## src/design/fblp_pkg.sv

```systemverilog
// Package for the frame buffer line plotter.
// Holds screen geometry, field widths, action and pen codes, and the
// command word passed from the front end to the back end.
package fblp_pkg;

  localparam int COLUMNS    = 132;
  localparam int PAGES      = 8;
  localparam int ROWS       = PAGES * 8;
  localparam int STORE_SIZE = PAGES * COLUMNS;
  localparam int ADDR_W     = $clog2(STORE_SIZE);
  localparam int COL_W      = $clog2(COLUMNS);
  localparam int PAGE_W     = (PAGES > 1) ? $clog2(PAGES) : 1;

  localparam int CRD_W = 12;
  localparam int PT_W  = 14;
  localparam int ERR_W = 15;

  localparam logic [1:0] ACT_DRAW = 2'd0;
  localparam logic [1:0] ACT_READ = 2'd1;
  localparam logic [1:0] ACT_FILL = 2'd2;

  localparam logic [1:0] PEN_CLEAR  = 2'd0;
  localparam logic [1:0] PEN_SET    = 2'd1;
  localparam logic [1:0] PEN_INVERT = 2'd2;

  typedef enum logic [1:0] {
    CMD_DRAW,
    CMD_READ,
    CMD_FILL,
    CMD_NONE
  } cmd_e;

  typedef struct packed {
    cmd_e                     kind;
    logic signed [PT_W-1:0]   x0;
    logic signed [PT_W-1:0]   y0;
    logic signed [1:0]        sx;
    logic signed [1:0]        sy;
    logic [CRD_W-1:0]         dx;
    logic [CRD_W-1:0]         dy;
    logic [CRD_W-1:0]         major;
    logic [1:0]               pen;
    logic                     read_ok;
    logic [ADDR_W-1:0]        addr;
    logic [7:0]               fill_byte;
  } cmd_t;

  typedef struct packed {
    logic pop;
    logic clearing;
  } back_stat_t;

  function automatic logic [ADDR_W-1:0] fblp_addr(input logic [PAGE_W-1:0] page,
                                                  input logic [COL_W-1:0] col);
    return ADDR_W'(page) * ADDR_W'(COLUMNS) + ADDR_W'(col);
  endfunction

endpackage

```

## src/design/fblp_front.sv

```systemverilog
// Front end of the line plotter: accepts input beats, classifies them into
// commands and holds them in a two-entry queue. Depends on fblp_pkg.
module fblp_front (
  input  logic                       clk_i,
  input  logic                       rst_ni,
  input  logic                       in_valid_i,
  output logic                       in_stall_o,
  input  logic [1:0]                 action_i,
  input  logic signed [11:0]         x_start_i,
  input  logic signed [11:0]         y_start_i,
  input  logic signed [11:0]         x_end_i,
  input  logic signed [11:0]         y_end_i,
  input  logic [1:0]                 pen_mode_i,
  input  logic [2:0]                 read_page_i,
  input  logic [7:0]                 read_column_i,
  input  fblp_pkg::back_stat_t       back_stat_i,
  output logic                       cmd_valid_o,
  output fblp_pkg::cmd_t             cmd_o
);
  import fblp_pkg::*;

  logic signed [CRD_W:0]  dx_raw, dy_raw;
  logic [CRD_W-1:0]       dx_abs, dy_abs;
  logic [4:0]             page_wide;
  logic [8:0]             col_wide;
  cmd_t                   cmd_new;
  cmd_t                   entry_q [2];
  logic                   wr_ptr_q, rd_ptr_q;
  logic [1:0]             count_q;
  logic                   push, full;

  always_comb begin
    dx_raw = {x_end_i[11], x_end_i} - {x_start_i[11], x_start_i};
    dy_raw = {y_end_i[11], y_end_i} - {y_start_i[11], y_start_i};
    dx_abs = dx_raw[CRD_W] ? CRD_W'(-dx_raw) : CRD_W'(dx_raw);
    dy_abs = dy_raw[CRD_W] ? CRD_W'(-dy_raw) : CRD_W'(dy_raw);
    page_wide = 5'(read_page_i);
    col_wide  = 9'(read_column_i);

    unique case (action_i)
      ACT_DRAW: cmd_new.kind = CMD_DRAW;
      ACT_READ: cmd_new.kind = CMD_READ;
      ACT_FILL: cmd_new.kind = CMD_FILL;
      default:  cmd_new.kind = CMD_NONE;
    endcase
    cmd_new.x0 = {{(PT_W-12){x_start_i[11]}}, x_start_i};
    cmd_new.y0 = {{(PT_W-12){y_start_i[11]}}, y_start_i};
    cmd_new.sx = dx_raw[CRD_W] ? 2'sb11 : ((dx_raw == '0) ? 2'sb00 : 2'sb01);
    cmd_new.sy = dy_raw[CRD_W] ? 2'sb11 : ((dy_raw == '0) ? 2'sb00 : 2'sb01);
    cmd_new.dx = dx_abs;
    cmd_new.dy = dy_abs;
    cmd_new.major = (dx_abs > dy_abs) ? dx_abs : dy_abs;
    cmd_new.pen = pen_mode_i;
    cmd_new.read_ok = (page_wide < 5'(PAGES)) && (col_wide < 9'(COLUMNS));
    cmd_new.addr = fblp_addr(PAGE_W'(page_wide), COL_W'(col_wide));
    cmd_new.fill_byte = (pen_mode_i == PEN_SET) ? 8'hff : 8'h00;
  end

  assign full        = (count_q == 2'd2);
  assign in_stall_o  = full || back_stat_i.clearing;
  assign push        = in_valid_i && !in_stall_o;
  assign cmd_valid_o = (count_q != 2'd0);
  assign cmd_o       = entry_q[rd_ptr_q];

  always_ff @(posedge clk_i) begin
    if (push) begin
      entry_q[wr_ptr_q] <= cmd_new;
    end
  end

  always_ff @(posedge clk_i or negedge rst_ni) begin
    if (!rst_ni) begin
      wr_ptr_q <= 1'b0;
      rd_ptr_q <= 1'b0;
      count_q  <= 2'd0;
    end else begin
      if (push) begin
        wr_ptr_q <= !wr_ptr_q;
      end
      if (back_stat_i.pop) begin
        rd_ptr_q <= !rd_ptr_q;
      end
      count_q <= count_q + 2'(push) - 2'(back_stat_i.pop);
    end
  end

endmodule

```

## config.mk

```make
export PLATFORM = sky130hd
export DESIGN_NAME = fblp_front
export DESIGN_NICKNAME = d
export VERILOG_FILES = /design/src/design/fblp_pkg.sv /design/src/design/fblp_front.sv
export SDC_FILE = /design/constraint.sdc
export NUM_CORES = 1
export LEC_CHECK = 0
export CORE_MARGIN = 2
export CORE_UTILIZATION = 50
export CTS_CLUSTER_DIAMETER = 30
export CTS_CLUSTER_SIZE = 16
export DETAILED_ROUTE_END_ITERATION = 8
export DONT_BUFFER_PORTS = 1
export GPL_TIMING_DRIVEN = 0
export PLACE_DENSITY = 0.74
export SYNTH_ARGS = -nofsm -noshare
export SYNTH_HDL_FRONTEND = slang
export SYNTH_SLANG_ARGS = --single-unit
```

## constraint.sdc

```tcl
create_clock -name clk_i -period 7.25 [get_ports clk_i]
set_input_delay 1.0875 -clock clk_i [delete_from_list [all_inputs] [get_ports clk_i]]
set_output_delay 1.0875 -clock clk_i [all_outputs]
set_load 0.1 [all_outputs]
```

==> run summary, run 1 <==
status - finished, final reports clean
register area - 4960 um2
Post-synth EDFFs - 162
Die X-Extent - 137 um
hpwl dp - 12900 um
achievable frequency - 180 MHz
CP arrival - 5760 ps
largest net degree at the start of global routing - 60
Worst-Skew Late Latency - 420 ps
layout cells sized above 1 - 0.235
Inserted Diodes - 0
Synth Flop Type - edfxtp_1
Yosys top cell by area - edfxtp_1
Total Routing Usage GR - 0.190
Ys Warns - 0
Fin Clk Skew - 4.89 ps
die area - 18700 um2
fillcell total - 1380
Area growth syn-to-layout - 10.6%
max-cap violation count - 0
CP startpoint kind - primary input
RSZ-0062 raised after global routing - false
post-synth net total - 778
Slew @ Worst Pin - 824 ps
Setup crit end kind - flip-flop
Synth Cell Area - 8810 um2
Synth area leaders - edfxtp_1, mux2_2, ha_1
count leader, synth - edfxtp_1
wire per inst - 18.7 um
clk slew on worst S/H paths - 60 ps
initial antenna violation count - 0
Pre-antenna DRT Iters - 4
Clock Tree Root - clkbuf_16
Synth top cells by count - edfxtp_1, mux2_2, inv_1, ha_1, nor2_1
Synth async-reset ratio - 0.0241
final setup vio count - 0
IO Port Bufs - 0
number of gates resized after CTS - 0
Residual DRC - 0
Initial DRC Count - 183
CTS Buf Count - 17
clk sinks - 166
Pins Over Slew Limit - 0
hold violation total from the final report - 0
vias in the first global route - 5354
worst rel slew slack - 0.450
worst reg2reg path depth - 6
post-route clock period utilization - 0.767
nets@finish - 800
DIE HEIGHT - 137 um
Synth Register Bits - 166
Tmin final - 5560 ps
H-tree Lvls - 4
multi-input logic area - 3430 um2
Mapped Avg Cell Area - 13.3 um2
total core area - 17200 um2
worst setup path class - primary input to flip-flop
post-synth cell types - 67
Gate Count Post-Synth - 663
worst min-delay path class - primary input to asynchronous set/reset pin
post-synth top area share - 0.552
cts hold-fix bufs - 0
Post-DRT Antenna Nets - 0
CTS tree - yes
Ports - 162
# rows - 48
setup total negative slack - 0 ps
remaining global-route overflow - 0
first-pass GRT wire length - 26600 um
Longest Clk Path Bufs - 2
Max FO, Critical Path - 10
postcts setup bufs - 0
Seq/Total Area, Yosys - 0.563
routed wire length - 17300 um
Initial Utilization - 0.511
Vias/cell - 5.53
Req. time, crit path - 7450 ps
gp weighted congestion - 0.811
total number of vias - 5104
stage by stage:
stage           util  area, um2  instances  hold WS (ps)  setup slack, ps
2_1_floorplan      -       8810        663           460             1960
3_3_place_gp   0.528       9100        888           477              134
3_5_place_dp   0.532       9180        891           490             1340
4_1_cts        0.566       9750        923           337             1740
5_1_grt        0.566       9750        923           334             1470
6_report       0.566       9750        923           362             1690
logic make-up (layout without fill, tap and decap cells):
| logic type | Yosys count | in the layout | share of synthesized area |
|---|---|---|---|
| AND/OR/NAND/NOR | 122 | 122 | 0.0781 |
| flip-flops | 166 | 166 | 0.563 |
| buffers and inverters | 97 | 132 | 0.0488 |
| adder cells (fa/ha/maj) | 47 | 47 | 0.0693 |
| AO/OA/AOI/OAI | 91 | 91 | 0.0747 |
| multiplexers | 96 | 96 | 0.122 |
| XOR/XNOR | 44 | 44 | 0.0437 |
layer usage:
metal  share of wire  track usage  wire length, um
met5               0            0                0
met4           0.022       0.0687              385
met3           0.070       0.0574             1210
met2            0.50        0.336             8660
met1            0.41        0.216             7040
layout make-up:
class                   count  area share
flip-flops and latches    166       0.509
clock inverters            15      0.0154
clock buffers              17      0.0436
well taps                 225      0.0289
plain buffers              32      0.0189
inverters                  65      0.0253
multi-input cells         400       0.352
repair buffers              3     0.00693
registers in the layout, indices dropped and copies added, names as in the netlist:
register / flops
wr_ptr_q: 1
rd_ptr_q: 1
entry_q: 162
count_q: 2
worst paths after layout:
| kind | from | endpoint | slack (ps) |
|---|---|---|---|
| worst max-delay path | x_end_i[0] | entry_q[1][27] | 1690 |
| worst min-delay path | rst_ni | count_q[0] | 360 |
| max in group asynchronous | rst_ni | wr_ptr_q | 6820 |
| worst max register to register | count_q[0] | entry_q[0][50] | 5020 |
| min in group clk_i | count_q[1] | count_q[1] | 510 |
| worst min register to register | count_q[1] | count_q[1] | 510 |
layout by cell type (no fill, tap or decap), types with 3 or more instances in the layout:
cell and count:
xor2_1 16, nand3_1 9, a21o_1 12, mux2i_1 12, nor2_2 3, a21oi_1 22, nor2b_1 9, nand3b_1 3
xnor2_1 28, a211oi_1 4, dfrtp_1 4, and3_1 4, fa_1 3, edfxtp_1 162, o21ai_0 15, ha_1 44
o211ai_1 3, mux2_2 83, a21oi_2 5, clkbuf_1 12, nor2_4 4, nor2_1 28, a31oi_1 4, o2111ai_1 3
buf_2 5, nand4_1 4, nand2_1 16, buf_4 13, inv_1 63, clkinv_2 3, nand2b_1 11, nor3_1 6
and2_1 3, inv_6 5, clkbuf_16 17
critical path, cell delays in order:
cell,delay [ps]
inv_1,30
ha_1,200
fa_1,420
nand2b_1,210
a21oi_2,210
o41a_1,250
a41oi_2,200
a31oi_4,290
buf_6,220
nor2_2,60
xor2_1,290
inv_1,140
ha_1,310
a21oi_1,160
o22ai_1,90
nor2_1,80
o21ai_0,100
o22ai_1,430
clkbuf_1,570
mux2i_1,410
Power of run 1 is left out: the tool's default activity adds up to more than one toggle a clock period on the data nets, which glitch-free logic cannot reach.
==> run 2, diff against run 1 <==
--- a/config.mk
+++ b/config.mk
@@ -12,7 +12,7 @@
 export DETAILED_ROUTE_END_ITERATION = 8
 export DONT_BUFFER_PORTS = 1
 export GPL_TIMING_DRIVEN = 0
-export PLACE_DENSITY = 0.74
+export PLACE_DENSITY = 0.77
 export SYNTH_ARGS = -nofsm -noshare
 export SYNTH_HDL_FRONTEND = slang
 export SYNTH_SLANG_ARGS = --single-unit
==> constraint.sdc (replaced) <==
create_clock -name clk_i -period 4.9 [get_ports clk_i]
set_input_delay 0.735 -clock clk_i [delete_from_list [all_inputs] [get_ports clk_i]]
set_output_delay 0.735 -clock clk_i [all_outputs]
set_load 0.1 [all_outputs]
==> run 2 against run 1 <==
Against the previous run:
- die area stayed put
- final cell count is 0.11% higher
- global-route usage is 0.32 points higher
- hold slack better by 21 ps
- via count is 1.8% higher
- cell area is 0.27% higher
- critical path type unchanged
- largest cell class unchanged
==> run summary, run 2 (synthesized netlist as in run 1, its figures left out) <==
Worst-Skew Late Latency - 430 ps (was 420 ps)
Biggest register - entry_q (unchanged)
Slew @ Worst Pin - 849 ps (was 824 ps)
initial antenna violation count - 0 (unchanged)
Total Routing Usage GR - 0.193 (was 0.190)
Pins Over Slew Limit - 0 (unchanged)
Max FO, Critical Path - 10 (unchanged)
postcts setup bufs - 0 (unchanged)
setup total negative slack - 0 ps (unchanged)
hold_ws - 383 ps (was 362 ps)
CP startpoint kind - primary input (unchanged)
Req. time, crit path - 5130 ps (was 7450 ps)
Placed Area - 9180 um2 (unchanged)
layout cells sized above 1 - 0.242 (was 0.235)
worst min-delay path class - primary input to flip-flop (was primary input to asynchronous set/reset pin)
Tmin final - 4610 ps
routed wire length - 17500 um (was 17300 um)
Area growth syn-to-layout - 10.9% (was 10.6%)
commonest non-fill, non-tap cell in the layout - edfxtp_1 (unchanged)
CTS Buf Count - 17 (unchanged)
status - finished, final reports clean (unchanged)
max-cap violation count - 0 (unchanged)
CP arrival - 4830 ps (was 5760 ps)
die area - 18700 um2 (unchanged)
DIE HEIGHT - 137 um (unchanged)
nets@finish - 801 (was 800)
Initial DRC Count - 276 (was 183)
Vias/cell - 5.63 (was 5.53)
final setup vio count - 0 (unchanged)
worst setup margin - 293 ps (was 1690 ps)
post-route clock period utilization - 0.940
Residual DRC - 0 (unchanged)
Post-DRT Antenna Nets - 0 (unchanged)
biggest regs - entry_q (162), count_q (2) (unchanged)
first-pass GRT wire length - 27100 um (was 26600 um)
most frequent cells in the layout - edfxtp_1, mux2_2, inv_1 (unchanged)
clk slew on worst S/H paths - 60 ps (about the same)
vias in the first global route - 5270 (was 5354)
clk sinks - 166 (unchanged)
gp weighted congestion - 0.852 (was 0.811)
Longest Clk Path Bufs - 2 (unchanged)
Ports - 162 (unchanged)
Initial Utilization - 0.511 (unchanged)
worst setup path class - primary input to flip-flop (unchanged)
total core area - 17200 um2 (unchanged)
remaining global-route overflow - 0 (unchanged)
post-layout instance area - 9780 um2 (was 9750 um2)
RSZ-0062 raised after global routing - false (unchanged)
hpwl dp - 13100 um (was 12900 um)
largest net degree at the start of global routing - 64 (was 60)
H-tree Lvls - 4 (unchanged)
CTS tree - yes (unchanged)
Largest register FFs - 162 (unchanged)
wire per inst - 19.0 um (was 18.7 um)
Pre-antenna DRT Iters - 5 (was 4)
Clock Tree Root - clkbuf_16 (unchanged)
hold violation total from the final report - 0 (unchanged)
Fin Clk Skew - 4.11 ps (was 4.89 ps)
total number of vias - 5198 (was 5104)
pre-CTS WS - -600 ps (was 1340 ps)
Setup crit end kind - flip-flop (unchanged)
Die X-Extent - 137 um (unchanged)
achievable frequency - 217 MHz
IO Port Bufs - 0 (unchanged)
# rows - 48 (unchanged)
worst rel slew slack - 0.433 (was 0.450)
Inserted Diodes - 0 (unchanged)
==> run 2: area by class of cell <==
class | count | area [um2]
timing repair buffer | 4 | 77.6
buffer | 32 | 188
clock buffer | 17 | 425
clock inverter | 15 | 145
fill | 1390 | 7460
sequential | 166 | 4960
multi-input combinational | 400 | 3450
tap | 225 | 282
inverter | 65 | 246
==> run 2: path summary, 6_finish.rpt <==
| kind | endpoint | cells past startpoint | startpoint | slack (ps) |
|---|---|---|---|---|
| max | entry_q[1][30] | 17 | y_end_i[0] | 290 |
| min | rd_ptr_q | 1 | back_stat_i[1] | 380 |
| max reg2reg | entry_q[0][52] | 6 | count_q[0] | 2550 |
| min reg2reg | count_q[1] | 1 | count_q[1] | 550 |
| max in group asynchronous | wr_ptr_q | 1 | rst_ni | 4160 |
| min in group asynchronous | count_q[1] | 1 | rst_ni | 570 |
==> run 2: through the flow <==
stage,cells,util
floorplan,663,-
global placement,888,0.528
detailed placement,891,0.532
CTS,924,0.566
global route,924,0.567
finish,924,0.567
==> run 2: layer usage <==
| metal | global-route usage | part of all wire |
|---|---|---|
| met1 | 0.232 | 0.40 |
| met2 | 0.328 | 0.50 |
| met3 | 0.0567 | 0.073 |
| met4 | 0.0727 | 0.020 |
| met5 | 0 | 0 |
==> run 2: critical path, stage by stage <==
cell      delay, ps
inv_1            20
ha_1            200
fa_1            440
nand2b_1        250
a21o_1          200
a211oi_1        380
nand2_1         180
nor4_2          280
a21oi_1         140
xnor2_1         360
ha_1            320
a21o_1          180
a21oi_1         130
o21ai_0         130
o22ai_2         280
buf_4           270
mux2i_1         330
==> run 2: what timing repair did <==
item                                    4_1_cts  5_1_grt
resized for setup                             1        6
hold endpoints to repair                      4        0
endpoints found under the setup margin       18       18
gates cloned                                  0        0
hold buffers                                  1        0
Power of run 2 is left out for the same reason.
